### src/hdl/retm_pkg.sv
`default_nettype none

package retm_pkg;

  localparam int STAMP_W = 27;
  localparam int FID_W   = 16;

  // commands
  localparam logic [2:0] CMD_LINK_UP   = 3'd0;
  localparam logic [2:0] CMD_LINK_LOST = 3'd1;
  localparam logic [2:0] CMD_RETRY     = 3'd2;
  localparam logic [2:0] CMD_MSG       = 3'd3;
  localparam logic [2:0] CMD_ENTER     = 3'd4;
  localparam logic [2:0] CMD_RELEASE   = 3'd5;

  // message kinds
  localparam logic [2:0] KIND_PROBE    = 3'd0;
  localparam logic [2:0] KIND_ELECTION = 3'd1;
  localparam logic [2:0] KIND_ELECTED  = 3'd2;
  localparam logic [2:0] KIND_CLEAR    = 3'd3;
  localparam logic [2:0] KIND_MARKER   = 3'd4;

  // ring phase
  localparam logic [1:0] RING_INIT = 2'd0;
  localparam logic [1:0] RING_DOWN = 2'd1;
  localparam logic [1:0] RING_UP   = 2'd2;

  // mutex phase
  localparam logic [1:0] MX_INIT     = 2'd0;
  localparam logic [1:0] MX_RELEASED = 2'd1;
  localparam logic [1:0] MX_WANTED   = 2'd2;
  localparam logic [1:0] MX_HELD     = 2'd3;

  typedef struct packed {
    logic [1:0]         ring_phase;
    logic               participant;
    logic               leader_known;
    logic               regen_active;
    logic [STAMP_W-1:0] marker_time;
    logic [1:0]         mutex_phase;
    logic               clear_deferred;
    logic               retry_armed;
  } retm_state_t;

  typedef struct packed {
    logic [2:0]         cmd;
    logic [2:0]         msg_kind;
    logic [FID_W-1:0]   msg_id;
    logic [STAMP_W-1:0] msg_stamp;
    logic [STAMP_W-1:0] now_time;
  } retm_item_t;

  typedef struct packed {
    logic               valid;
    logic [2:0]         kind;
    logic [FID_W-1:0]   id;
    logic [STAMP_W-1:0] stamp;
  } retm_msg_t;

endpackage

`default_nettype wire

### src/hdl/retm_in_if.sv
`default_nettype none

interface retm_in_if;
  logic        valid;
  logic        ready;
  logic [2:0]  cmd;
  logic [2:0]  msg_kind;
  logic [15:0] msg_id;
  logic [26:0] msg_stamp;
  logic [26:0] now_time;

  modport source (output valid, cmd, msg_kind, msg_id, msg_stamp, now_time, input ready);
  modport sink   (input valid, cmd, msg_kind, msg_id, msg_stamp, now_time, output ready);
endinterface

`default_nettype wire

### src/hdl/retm_out_if.sv
`default_nettype none

interface retm_out_if;
  logic        valid;
  logic        ready;
  logic        send_valid;
  logic [2:0]  send_kind;
  logic [15:0] send_id;
  logic [26:0] send_stamp;
  logic        last;
  logic [1:0]  ring_state;
  logic        is_participant;
  logic        leader_valid;
  logic [15:0] leader_id;
  logic [1:0]  access_state;
  logic        marker_pass_active;

  modport source (
    output valid, send_valid, send_kind, send_id, send_stamp, last, ring_state,
           is_participant, leader_valid, leader_id, access_state, marker_pass_active,
    input  ready
  );
  modport sink (
    input  valid, send_valid, send_kind, send_id, send_stamp, last, ring_state,
           is_participant, leader_valid, leader_id, access_state, marker_pass_active,
    output ready
  );
endinterface

`default_nettype wire

### src/hdl/retm_step.sv
`default_nettype none

module retm_step #(
  parameter int IdW = 16
) (
  input  retm_pkg::retm_state_t st,
  input  logic [IdW-1:0]        leader_ident,
  input  logic [IdW-1:0]        own_id,
  input  retm_pkg::retm_item_t  item,
  output retm_pkg::retm_state_t st_nxt,
  output logic [IdW-1:0]        leader_ident_nxt,
  output retm_pkg::retm_msg_t   m0,
  output retm_pkg::retm_msg_t   m1,
  output logic                  two
);
  import retm_pkg::*;

  logic [IdW-1:0]   id;
  logic             leader;
  logic [FID_W-1:0] own_w;
  logic [FID_W-1:0] id_w;

  assign id     = item.msg_id[IdW-1:0];
  assign leader = st.leader_known && (leader_ident == own_id);
  assign own_w  = FID_W'(own_id);
  assign id_w   = FID_W'(id);

  always_comb begin
    st_nxt           = st;
    leader_ident_nxt = leader_ident;
    m0               = '0;
    m1               = '0;
    two              = 1'b0;
    case (item.cmd)
      CMD_LINK_UP: begin
        st_nxt.ring_phase  = RING_DOWN;
        st_nxt.retry_armed = 1'b1;
        m0 = '{1'b1, KIND_PROBE, own_w, '0};
      end
      CMD_LINK_LOST: begin
        st_nxt.ring_phase = RING_DOWN;
      end
      CMD_RETRY: begin
        if (st.retry_armed) begin
          m0 = '{1'b1, KIND_PROBE, own_w, '0};
        end
      end
      CMD_MSG: begin
        case (item.msg_kind)
          KIND_PROBE: begin
            if (id == own_id) begin
              st_nxt.retry_armed  = 1'b0;
              st_nxt.ring_phase   = RING_UP;
              st_nxt.leader_known = 1'b0;
              st_nxt.participant  = 1'b1;
              leader_ident_nxt    = '0;
              m0 = '{1'b1, KIND_ELECTION, own_w, '0};
            end else begin
              m0 = '{1'b1, KIND_PROBE, id_w, '0};
            end
          end
          KIND_ELECTION: begin
            if (id > own_id) begin
              st_nxt.leader_known = 1'b0;
              st_nxt.participant  = 1'b1;
              leader_ident_nxt    = '0;
              m0 = '{1'b1, KIND_ELECTION, id_w, '0};
            end else if (id < own_id) begin
              if (!st.participant) begin
                st_nxt.leader_known = 1'b0;
                st_nxt.participant  = 1'b1;
                leader_ident_nxt    = '0;
                m0 = '{1'b1, KIND_ELECTION, own_w, '0};
              end
            end else begin
              // our own election came back round: we win
              st_nxt.leader_known = 1'b1;
              st_nxt.participant  = 1'b0;
              leader_ident_nxt    = own_id;
              m0 = '{1'b1, KIND_ELECTED, own_w, '0};
            end
          end
          KIND_ELECTED: begin
            if (st.mutex_phase == MX_INIT) begin
              st_nxt.mutex_phase = MX_RELEASED;
            end
            if (id != own_id) begin
              st_nxt.leader_known = 1'b1;
              st_nxt.participant  = 1'b0;
              leader_ident_nxt    = id;
              m0 = '{1'b1, KIND_ELECTED, id_w, '0};
            end else if (leader) begin
              // announcement finished its lap: leader starts the clear pass
              st_nxt.regen_active = 1'b1;
              st_nxt.marker_time  = '0;
              m0 = '{1'b1, KIND_CLEAR, '0, '0};
            end
          end
          KIND_CLEAR: begin
            if (st.mutex_phase != MX_HELD) begin
              if (leader) begin
                st_nxt.marker_time = item.now_time;
                m0 = '{1'b1, KIND_MARKER, '0, item.now_time};
              end else begin
                st_nxt.regen_active = 1'b1;
                st_nxt.marker_time  = '0;
                m0 = '{1'b1, KIND_CLEAR, '0, '0};
              end
            end else begin
              st_nxt.clear_deferred = 1'b1;
            end
          end
          KIND_MARKER: begin
            if (st.regen_active) begin
              if (leader) begin
                if (item.msg_stamp == st.marker_time) begin
                  st_nxt.regen_active = 1'b0;
                  m0 = '{1'b1, KIND_MARKER, '0, item.msg_stamp};
                end
              end else if (st.marker_time == '0) begin
                st_nxt.regen_active = 1'b0;
                st_nxt.marker_time  = item.msg_stamp;
                m0 = '{1'b1, KIND_MARKER, '0, item.msg_stamp};
              end else if (st.marker_time == item.msg_stamp) begin
                m0 = '{1'b1, KIND_MARKER, '0, item.msg_stamp};
              end
            end else begin
              if (st.mutex_phase == MX_WANTED && st.marker_time != '0) begin
                st_nxt.mutex_phase = MX_HELD;
              end else if (st.mutex_phase == MX_RELEASED) begin
                m0 = '{1'b1, KIND_MARKER, '0, item.msg_stamp};
              end
            end
          end
          default: begin
          end
        endcase
      end
      CMD_ENTER: begin
        if (st.mutex_phase == MX_RELEASED && st.marker_time != '0) begin
          st_nxt.mutex_phase = MX_WANTED;
        end
      end
      CMD_RELEASE: begin
        if (st.mutex_phase == MX_HELD) begin
          st_nxt.mutex_phase = MX_RELEASED;
          m0 = '{1'b1, KIND_MARKER, '0, st.marker_time};
          if (st.clear_deferred) begin
            // marker goes out first, then the held-back clear is handled (leader: new marker, others: clear)
            st_nxt.clear_deferred = 1'b0;
            two = 1'b1;
            if (leader) begin
              st_nxt.marker_time = item.now_time;
              m1 = '{1'b1, KIND_MARKER, '0, item.now_time};
            end else begin
              st_nxt.regen_active = 1'b1;
              st_nxt.marker_time  = '0;
              m1 = '{1'b1, KIND_CLEAR, '0, '0};
            end
          end
        end
      end
      default: begin
      end
    endcase
  end

endmodule

`default_nettype wire

### src/hdl/ring_election_token_mutex_node_core.sv
`default_nettype none
// Path: an item is captured in the input register, and its results are then registered in the result buffer.
// Throughput: one item per cycle while the output is ready; an item with two results
// holds the output until both are taken, as the single result buffer drains one message per transfer.
// Reset (rst_n low, synchronous): node state goes to init, own_id to 0, and
// both the input register and the result buffer are emptied.

module ring_election_token_mutex_node_core #(
  parameter int ID_BITS = 16
) (
  input  wire logic        clk,
  input  wire logic        rst_n,
  retm_in_if.sink          in_ch,
  retm_out_if.source       out_ch,
  input  wire logic        cfg_we,
  input  wire logic [15:0] cfg_wdata
);
  import retm_pkg::*;

  localparam int IdW = (ID_BITS < FID_W) ? ID_BITS : FID_W;

  logic [IdW-1:0] own_id_r;
  retm_state_t    st_r, st_nxt;
  logic [IdW-1:0] li_r, li_nxt;

  logic           in_v_r;
  retm_item_t     item_r;

  logic           buf_v_r;
  retm_msg_t      m0_r, m1_r, m0_nxt, m1_nxt;
  logic           two_r, two_nxt;
  logic           idx_r;

  logic           out_last;
  logic           advance;
  retm_msg_t      cur;

  retm_step #(.IdW(IdW)) u_step (
    .st               (st_r),
    .leader_ident     (li_r),
    .own_id           (own_id_r),
    .item             (item_r),
    .st_nxt           (st_nxt),
    .leader_ident_nxt (li_nxt),
    .m0               (m0_nxt),
    .m1               (m1_nxt),
    .two              (two_nxt)
  );

  assign out_last    = !two_r || idx_r;
  assign advance     = in_v_r && (!buf_v_r || (out_ch.ready && out_last));
  assign in_ch.ready = !in_v_r || advance;
  assign cur         = idx_r ? m1_r : m0_r;

  always_ff @(posedge clk) begin
    if (!rst_n) begin
      own_id_r <= '0;
    end else if (cfg_we) begin
      own_id_r <= cfg_wdata[IdW-1:0];
    end
  end

  always_ff @(posedge clk) begin
    if (!rst_n) begin
      in_v_r <= 1'b0;
    end else if (in_ch.ready) begin
      in_v_r <= in_ch.valid;
    end
  end

  always_ff @(posedge clk) begin
    if (in_ch.ready && in_ch.valid) begin
      item_r <= '{in_ch.cmd, in_ch.msg_kind, in_ch.msg_id, in_ch.msg_stamp, in_ch.now_time};
    end
  end

  always_ff @(posedge clk) begin
    if (!rst_n) begin
      st_r    <= '{RING_INIT, 1'b0, 1'b0, 1'b0, '0, MX_INIT, 1'b0, 1'b0};
      li_r    <= '0;
      buf_v_r <= 1'b0;
      idx_r   <= 1'b0;
    end else if (advance) begin
      st_r    <= st_nxt;
      li_r    <= li_nxt;
      buf_v_r <= 1'b1;
      idx_r   <= 1'b0;
    end else if (buf_v_r && out_ch.ready) begin
      if (out_last) begin
        buf_v_r <= 1'b0;
      end else begin
        idx_r <= 1'b1;
      end
    end
  end

  always_ff @(posedge clk) begin
    if (advance) begin
      m0_r  <= m0_nxt;
      m1_r  <= m1_nxt;
      two_r <= two_nxt;
    end
  end

  // status is read straight from the state: a new item only updates it once the
  // buffer has drained
  assign out_ch.valid              = buf_v_r;
  assign out_ch.send_valid         = cur.valid;
  assign out_ch.send_kind          = cur.kind;
  assign out_ch.send_id            = cur.id;
  assign out_ch.send_stamp         = cur.stamp;
  assign out_ch.last               = out_last;
  assign out_ch.ring_state         = st_r.ring_phase;
  assign out_ch.is_participant     = st_r.participant;
  assign out_ch.leader_valid       = st_r.leader_known;
  assign out_ch.leader_id          = st_r.leader_known ? FID_W'(li_r) : '0;
  assign out_ch.access_state       = st_r.mutex_phase;
  assign out_ch.marker_pass_active = st_r.regen_active;

`ifndef SYNTHESIS
  a_idx_two: assert property (@(posedge clk) disable iff (!rst_n)
    buf_v_r && idx_r |-> two_r)
    else $error("second result selected for a single-result item");

  a_advance_load: assert property (@(posedge clk) disable iff (!rst_n)
    advance |=> buf_v_r && !idx_r)
    else $error("result buffer not loaded after advance");

  a_second_follows: assert property (@(posedge clk) disable iff (!rst_n)
    buf_v_r && two_r && !idx_r && out_ch.ready |=> buf_v_r && idx_r)
    else $error("second result lost");

  a_no_leader_zero: assert property (@(posedge clk) disable iff (!rst_n)
    !st_r.leader_known |-> li_r == '0)
    else $error("leader identifier set without a known leader");
`endif

endmodule

`default_nettype wire
### src/flat_wrapper.sv
// flat-port wrapper written by rule: the top's interface ports become plain ports
module ring_election_token_mutex_node_core_flat import retm_pkg::*;
#(
  parameter int ID_BITS = 16
)
  (clk, rst_n, cfg_we, cfg_wdata, in_ch_valid, in_ch_cmd, in_ch_msg_kind, in_ch_msg_id, in_ch_msg_stamp, in_ch_now_time, in_ch_ready, out_ch_valid, out_ch_send_valid, out_ch_send_kind, out_ch_send_id, out_ch_send_stamp, out_ch_last, out_ch_ring_state, out_ch_is_participant, out_ch_leader_valid, out_ch_leader_id, out_ch_access_state, out_ch_marker_pass_active, out_ch_ready);
  retm_in_if in_ch_i ();
  retm_out_if out_ch_i ();
  input  wire logic clk;
  input  wire logic rst_n;
  input  wire logic cfg_we;
  input  wire logic [15:0] cfg_wdata;
  input wire logic [$bits(in_ch_i.valid)-1:0] in_ch_valid;
  input wire logic [$bits(in_ch_i.cmd)-1:0] in_ch_cmd;
  input wire logic [$bits(in_ch_i.msg_kind)-1:0] in_ch_msg_kind;
  input wire logic [$bits(in_ch_i.msg_id)-1:0] in_ch_msg_id;
  input wire logic [$bits(in_ch_i.msg_stamp)-1:0] in_ch_msg_stamp;
  input wire logic [$bits(in_ch_i.now_time)-1:0] in_ch_now_time;
  output wire logic [$bits(in_ch_i.ready)-1:0] in_ch_ready;
  output wire logic [$bits(out_ch_i.valid)-1:0] out_ch_valid;
  output wire logic [$bits(out_ch_i.send_valid)-1:0] out_ch_send_valid;
  output wire logic [$bits(out_ch_i.send_kind)-1:0] out_ch_send_kind;
  output wire logic [$bits(out_ch_i.send_id)-1:0] out_ch_send_id;
  output wire logic [$bits(out_ch_i.send_stamp)-1:0] out_ch_send_stamp;
  output wire logic [$bits(out_ch_i.last)-1:0] out_ch_last;
  output wire logic [$bits(out_ch_i.ring_state)-1:0] out_ch_ring_state;
  output wire logic [$bits(out_ch_i.is_participant)-1:0] out_ch_is_participant;
  output wire logic [$bits(out_ch_i.leader_valid)-1:0] out_ch_leader_valid;
  output wire logic [$bits(out_ch_i.leader_id)-1:0] out_ch_leader_id;
  output wire logic [$bits(out_ch_i.access_state)-1:0] out_ch_access_state;
  output wire logic [$bits(out_ch_i.marker_pass_active)-1:0] out_ch_marker_pass_active;
  input wire logic [$bits(out_ch_i.ready)-1:0] out_ch_ready;
  assign in_ch_i.valid = in_ch_valid;
  assign in_ch_i.cmd = in_ch_cmd;
  assign in_ch_i.msg_kind = in_ch_msg_kind;
  assign in_ch_i.msg_id = in_ch_msg_id;
  assign in_ch_i.msg_stamp = in_ch_msg_stamp;
  assign in_ch_i.now_time = in_ch_now_time;
  assign in_ch_ready = in_ch_i.ready;
  assign out_ch_valid = out_ch_i.valid;
  assign out_ch_send_valid = out_ch_i.send_valid;
  assign out_ch_send_kind = out_ch_i.send_kind;
  assign out_ch_send_id = out_ch_i.send_id;
  assign out_ch_send_stamp = out_ch_i.send_stamp;
  assign out_ch_last = out_ch_i.last;
  assign out_ch_ring_state = out_ch_i.ring_state;
  assign out_ch_is_participant = out_ch_i.is_participant;
  assign out_ch_leader_valid = out_ch_i.leader_valid;
  assign out_ch_leader_id = out_ch_i.leader_id;
  assign out_ch_access_state = out_ch_i.access_state;
  assign out_ch_marker_pass_active = out_ch_i.marker_pass_active;
  assign out_ch_i.ready = out_ch_ready;
  ring_election_token_mutex_node_core #(.ID_BITS(ID_BITS)) u_core (.clk(clk), .rst_n(rst_n), .in_ch(in_ch_i), .out_ch(out_ch_i), .cfg_we(cfg_we), .cfg_wdata(cfg_wdata));
endmodule
### config.mk
export PLATFORM = sky130hd
export DESIGN_NAME = ring_election_token_mutex_node_core_flat
export DESIGN_NICKNAME = d
export VERILOG_FILES = /design/src/hdl/retm_pkg.sv /design/src/hdl/retm_in_if.sv /design/src/hdl/retm_out_if.sv /design/src/hdl/retm_step.sv /design/src/hdl/ring_election_token_mutex_node_core.sv /design/src/flat_wrapper.sv
export SDC_FILE = /design/constraint.sdc
export NUM_CORES = 1
export LEC_CHECK = 0
export BUFFER_PORTS_ARGS = -buffer_cell sky130_fd_sc_hd__buf_2
export CAP_MARGIN = 10
export CORE_ASPECT_RATIO = 0.5
export CORE_UTILIZATION = 58
export CTS_BUF_LIST = sky130_fd_sc_hd__clkbuf_8
export DETAILED_ROUTE_END_ITERATION = 10
export PLACE_DENSITY = 0.79
export SLEW_MARGIN = 0
export SYNTH_ARGS = -nofsm -noshare
export SYNTH_HDL_FRONTEND = slang
export SYNTH_SLANG_ARGS = --single-unit
export TNS_END_PERCENT = 10
### constraint.sdc
create_clock -name clk -period 4.7 [get_ports clk]
set_input_delay 0 -clock clk [delete_from_list [all_inputs] [get_ports clk]]
set_output_delay 0 -clock clk [all_outputs]
set_load 0.005 [all_outputs]
; ---- Yosys cells after proc, flatten, opt, wreduce, memory -nomap -nowiden
; Cells that the tools add are included.
[totals]
register_bits = 242
in_bits = 97
output_inout_bits = 73
wordCells = 174
[classes]
n_lt_le_gt_ge = 2
n_eq_ne = 39
mux = 65
bitwise = 2
reduce_logical = 39
[op_table]
columns = op, n
row1 = $mux W47, 16
row2 = $pmux W47 S5, 1
row3 = $pmux W47 S4, 1
row4 = $mux W28, 6
row5 = $mux W16, 6
row6 = $pmux W28 S3, 1
row7 = $pmux W28 S2, 1
row8 = $eq A27 B27 Y1, 2
row9 = $mux W27, 2
row10 = $pmux W16 S3, 1
row11 = $mux W46, 1
row12 = $mux W44, 1
row13 = $eq A16 B16 Y1, 2
row14 = $mux W31, 1
row15 = $logic_not A27 Y1, 1
row16 = $reduce_bool A27 Y1, 1
row17 = $ne A3 B3 Y1 const B, 8
row18 = $gt A16 B16 Y1, 1
row19 = $lt A16 B16 Y1, 1
row20 = $mux W2, 8
row21 = $ne A16 B16 Y1, 1
row22 = $reduce_and A8 Y1, 2
row23 = $ne A2 B2 Y1 const B, 7
row24 = $eq A3 B2 Y1 const B, 4
row25 = other kinds (29), 71

; ---- Depth between registers and ports, before layout
[logic_depth]
ltp_word = 7
mapped_depth = 11
ltp_nobuf = 9

; ---- Hierarchy
; Synthesis repeated with hierarchy kept, for this count alone.
[unflattened]
cells_unflattened = 1176
hier_area_um2 = 12515.8
[by_module_without_submodules]
columns = module, instances, cells_each, area_each_um2, seq_area_each_um2
row1 = ring_election_token_mutex_node_core, 1, 540, 8680.8, 6556.3
row2 = retm_step, 1, 636, 3834.9, 0.0

; ---- Worst setup path before layout
; No wires, ideal clock.
[synth_timing]
path_kind = register -> register
from = reg u_core.idx_r
to = reg u_core.li_r[10]
setup_ps = 71
t_arrival_ps = 3555
t_required_ps = 4629
path_slack_ps = 1074
path_stages_with_launch = 10
n_path_buf = 2
synth_period_minus_slack_ps = 3626
cell_sequence = dfxtp_1 -> nand2b_1 -> a21oi_1 -> nand2b_1 -> inv_1 -> and3_1 -> clkbuf_1 -> o2111ai_1 -> clkbuf_1 -> o2bb2ai_1
[synth_between]
elab_chain_len = 5
[synth_lines]
columns = item, line_no
row1 = from (decl), ring_election_token_mutex_node_core.sv:32  ; logic idx_r;
row2 = from (signal assigned), ring_election_token_mutex_node_core.sv:82  ; idx_r <= 1'b0;
row3 = from (signal assigned), ring_election_token_mutex_node_core.sv:87  ; idx_r <= 1'b0;
row4 = from (signal assigned), ring_election_token_mutex_node_core.sv:92  ; idx_r <= 1'b1;
row5 = $logic_or A1 B1 Y1, ring_election_token_mutex_node_core.sv:50  ; assign out_last = !two_r || idx_r;
row6 = via out_ch_last, flat_wrapper.sv:25  ; output wire logic [$bits(out_ch_i.last)-1:0] out_ch_last;
row7 = $logic_and A1 B1 Y1, ring_election_token_mutex_node_core.sv:51  ; assign advance = in_v_r && (!buf_v_r || (out_ch.ready && out_last));
row8 = $logic_or A1 B1 Y1, ring_election_token_mutex_node_core.sv:51
row9 = $logic_and A1 B1 Y1, ring_election_token_mutex_node_core.sv:51
row10 = via u_core.advance, ring_election_token_mutex_node_core.sv:35  ; logic advance;
row11 = $reduce_and A6 Y1 (no line), --
row12 = to (signal assigned), ring_election_token_mutex_node_core.sv:85  ; li_r <= li_nxt;
row13 = to (decl), ring_election_token_mutex_node_core.sv:24  ; logic [IdW-1:0] li_r, li_nxt;
; The timed path passes the listed nets, and every way through them passes these cells.
; A chain may end at the register's enable or synchronous reset.

; ---- Worst setup path after layout
[layout_timing]
from = reg u_core.own_id_r[15]
to = reg u_core.li_r[14]
[layout_between]
elab_chain_len = 4
elab_cells_between_ends = 11
cone_classes = 2 x order compare / 5 x eq/ne / 3 x mux / 1 x reduce/logical
[layout_lines]
columns = item, line_no
row1 = from (decl), ring_election_token_mutex_node_core.sv:22  ; logic [IdW-1:0] own_id_r;
row2 = from (signal assigned), ring_election_token_mutex_node_core.sv:59  ; own_id_r <= cfg_wdata[IdW-1:0];
row3 = $lt A16 B16 Y1, retm_step.sv:68  ; end else if (id < own_id) begin
row4 = $mux W16, retm_step.sv:68
row5 = $mux W16, retm_step.sv:63  ; if (id > own_id) begin
row6 = $pmux W16 S3, retm_step.sv:49  ; case (item.msg_kind)
; Parallel ways exist; a longest one is shown, timed or not.

==> flow_summary.toml <==
[clock_tree]
cts.repair.resized = 0
cts_tree = "built"
cts_buffers = 35
clk_path_buf_depth = 3
insertion_delay_ns = 0.54
cts-root-buf = "clkbuf_8"
htree_levels = 2
path_clk_slew_ns = 0.07
cts.sinks = 225

[worst_setup_path]
crit_required_ns = 5.14
critPathLaunch = "u_core.own_id_r[15]"
r2r-end = "u_core.li_r[14]"
rr_startpoint = "u_core.own_id_r[15]"
critPathCaptureType = "register"
path_class = "register to register"
cp-start-kind = "register"
ff2ff_setup_slack_ns = 1.32
reg2reg_depth = 10
worstPathMaxFanout = 11
critPathCapture = "u_core.li_r[14]"
cp_data_arrival_time_ns = 3.82

[drt]
first_pass_iters = 6
drt_iter0_markers = 605
vias = 8194
viasPerCell = 5.85
wl_per_cell_um = 19.8
drcViolationCount = 0
totalWireLength_mm = 27.7
postRouteAntennaNets = 0

[logic_synthesis]
synth_seq_cells = 225
yosysWarnings = 0
synthDistinctLibCells = 54
netlist_area_um2 = 10500
ys.flop_type = "edfxtp_1"
synthArstFlopShare_pct = 0
avgSynthCellArea_um2 = 11.9
synthCells = 882
synth_nets = 995
seq_area_frac_synth_pct = 57.7
synth_edf_count = 154

[sta]
max_freq_ghz = 0.296
slew_headroom_pct = 20.0
finalSetupViolations = 0
fin_crit_ns = 3.38
min_period_over_period_pct = 72.0
drv_slew = 0
hold_viol = 0
worst_pin_slew_ns = 1.20
skew_ns = 0.0333
fin_setup_tns_ns = 0
setup_ws_ns = 1.32
rsz0062_at_grt = "false"

[power_and_ir_drop]
seq_power_share_pct = 53.0
power.share.clock_pct = 38.9
power_switching_mw = 1.01
p_sw_share_pct = 23.7
leakagePower_nw = 5.45
ir_worst_vdd_v = 0.000217
p_int_mw = 3.25
comb_power_share_pct = 8.1
pwr_density_cell_nw_per_um2 = 325
total_power_mw = 4.26

[min_path]
holdCritPathClass = "input pin to register"

[global_routing]
grt_usage_pct = 30.2
grt_pass1_vias = 8073
grt_max_degree = 77
grt_pass1_wl_mm = 43.3
grt.overflow.total = 0
antenna_found_initial = 0

[floorplanning]
die_w_um = 192
dieArea_um2 = 18600
die_h_um = 97.0
core_region_area_um2 = 17500
io_pins = 170
start_util_pct = 59.8
rows = 34

[finish]
num_antenna_cells = 0
stdcell_count = 1400
final_common_cell = "buf_2"
syn_to_final_growth_pct = 25.4
drive_gt1_share_pct = 23.4
final_nets = 1253
final_util_pct = 75.0
final_cell_mix = "169 x buf_2, 154 x edfxtp_1, 95 x dlygate4sd3_1"

[placed_design]
dp_hpwl_mm = 16.5
placed_cells = 1242
preCtsSetupSlack_ns = 1.48
gp_routability_congestion = 0.870
numPortBuffers = 169

[run_status]
status = "finished clean"

[run]
cap_violations = 0
## per-stage QoR
step           hold WS [ns]  area (µm²)
4_1_cts              0.0520       13100
5_1_grt              0.0728       13100
3_3_place_gp          0.177       11500
2_1_floorplan        0.0989       10500
3_5_place_dp          0.178       11500
6_report             0.0902       13100
## kinds of logic (layout without fill, tap and decap cells)
kind of cell | Yosys count | in the layout | share of synthesized area (%)
fa+ha+maj | 16 | 16 | 1.91
simple gates | 245 | 245 | 12.4
mux | 45 | 45 | 4.65
xor+xnor | 44 | 44 | 3.68
flops | 225 | 225 | 57.7
compound gates | 224 | 224 | 16.3
buf+inv | 83 | 367 | 3.37
## layout make-up
class	instances	area, µm²
clock inverter	23	143
clock buffer	40	551
fill	1218	4390
inverter	28	105
multi-input combinational	574	4110
sequential	225	6050
timing repair buffer	276	1890
tap	234	293
## state kept, by name (all words and copies together) (netlist names)
| signal | count |
|---|---|
| u_core.idx_r | 1 |
| u_core.st_r | 29 |
| u_core.out_ch.is_participant | 1 |
| u_core.out_ch.valid | 1 |
| u_core.out_ch.marker_pass_active | 1 |
| u_core.m1_r | 30 |
| u_core.m0_r | 47 |
| u_core.in_v_r | 1 |
| u_core.out_ch.ring_state | 2 |
| u_core.two_r | 1 |
| u_core.out_ch.access_state | 2 |
| u_core.item_r | 76 |
| u_core.own_id_r | 16 |
| u_core.out_ch.leader_valid | 1 |
| u_core.li_r | 16 |
## cell usage after synthesis (all sizes together), types with 2 or more instances
cell type	count	share of area, %
xor2	26	2.2
o21a	2	0.14
o211a	2	0.19
o31ai	2	0.14
a22oi	27	1.9
mux2	29	3.1
a211oi	11	1.0
and3	2	0.12
nand4	12	0.72
nand2b	5	0.30
a21oi	19	0.91
xnor2	18	1.5
nor2	49	1.8
nand2	37	1.3
nor3b	2	0.14
a22o	61	5.1
nor2b	23	1.4
mux2i	16	1.5
nor4	18	1.2
nor3	14	0.78
or3	2	0.12
a221oi	2	0.33
nand3	28	1.3
o21ai	35	1.7
clkbuf	37	1.3
dfxtp	71	14
o211ai	6	0.43
a311oi	3	0.25
a21o	31	2.2
edfxtp	154	44
and2	50	3.0
o2bb2ai	16	1.3
inv	28	1.0
buf	18	1.0
ha	16	1.9
## per-layer routing
metal  track usage (%)  routed length, µm  up-vias
met1              40.3              12000     3974
li1                  -                  -     3823
met3              5.73               1790       57
met5                 0                  0        -
met4              8.60                575        0
met2              50.2              13300      340
## how the worst min path moves through the flow
stage	start	to	cells after the start
after global placement	in_ch_msg_stamp[10]	u_core.item_r[37]	1
final	cfg_we	u_core.own_id_r[0]	3
after detailed placement	in_ch_msg_stamp[18]	u_core.item_r[45]	1
after floorplan	in_ch_now_time[0]	u_core.item_r[0]	0
after global routing	cfg_we	u_core.own_id_r[6]	3
after CTS	cfg_we	u_core.own_id_r[0]	3
## power groups by stage
stage / clock [mW] / sequential (mW) / combinational (mW)
floorplan: 0 / 2.28 / 0.168
global placement: 0 / 2.29 / 0.273
detailed placement: 0 / 2.30 / 0.279
CTS: 1.68 / 2.26 / 0.342
global route: 1.78 / 2.27 / 0.376
finish: 1.66 / 2.26 / 0.347
## worst max-delay path, stage by stage, from the launching register on
cell and delay [ns]:
dfxtp_1 0.44, inv_1 0.07, ha_1 0.29, nand4_1 0.23, nor2_1 0.19, nand3_1 0.15
o21a_1 0.30, nor4b_2 1.03, buf_4 0.34, a22oi_1 0.09, o2bb2ai_1 0.18
## repair_timing
action / 4_1_cts / 5_1_grt
hold endpoints to repair: 95 / 0
hold buffers: 95 / 0
buffers inserted: 0 / 0
Note: power is estimated with default switching activity, not from simulation.
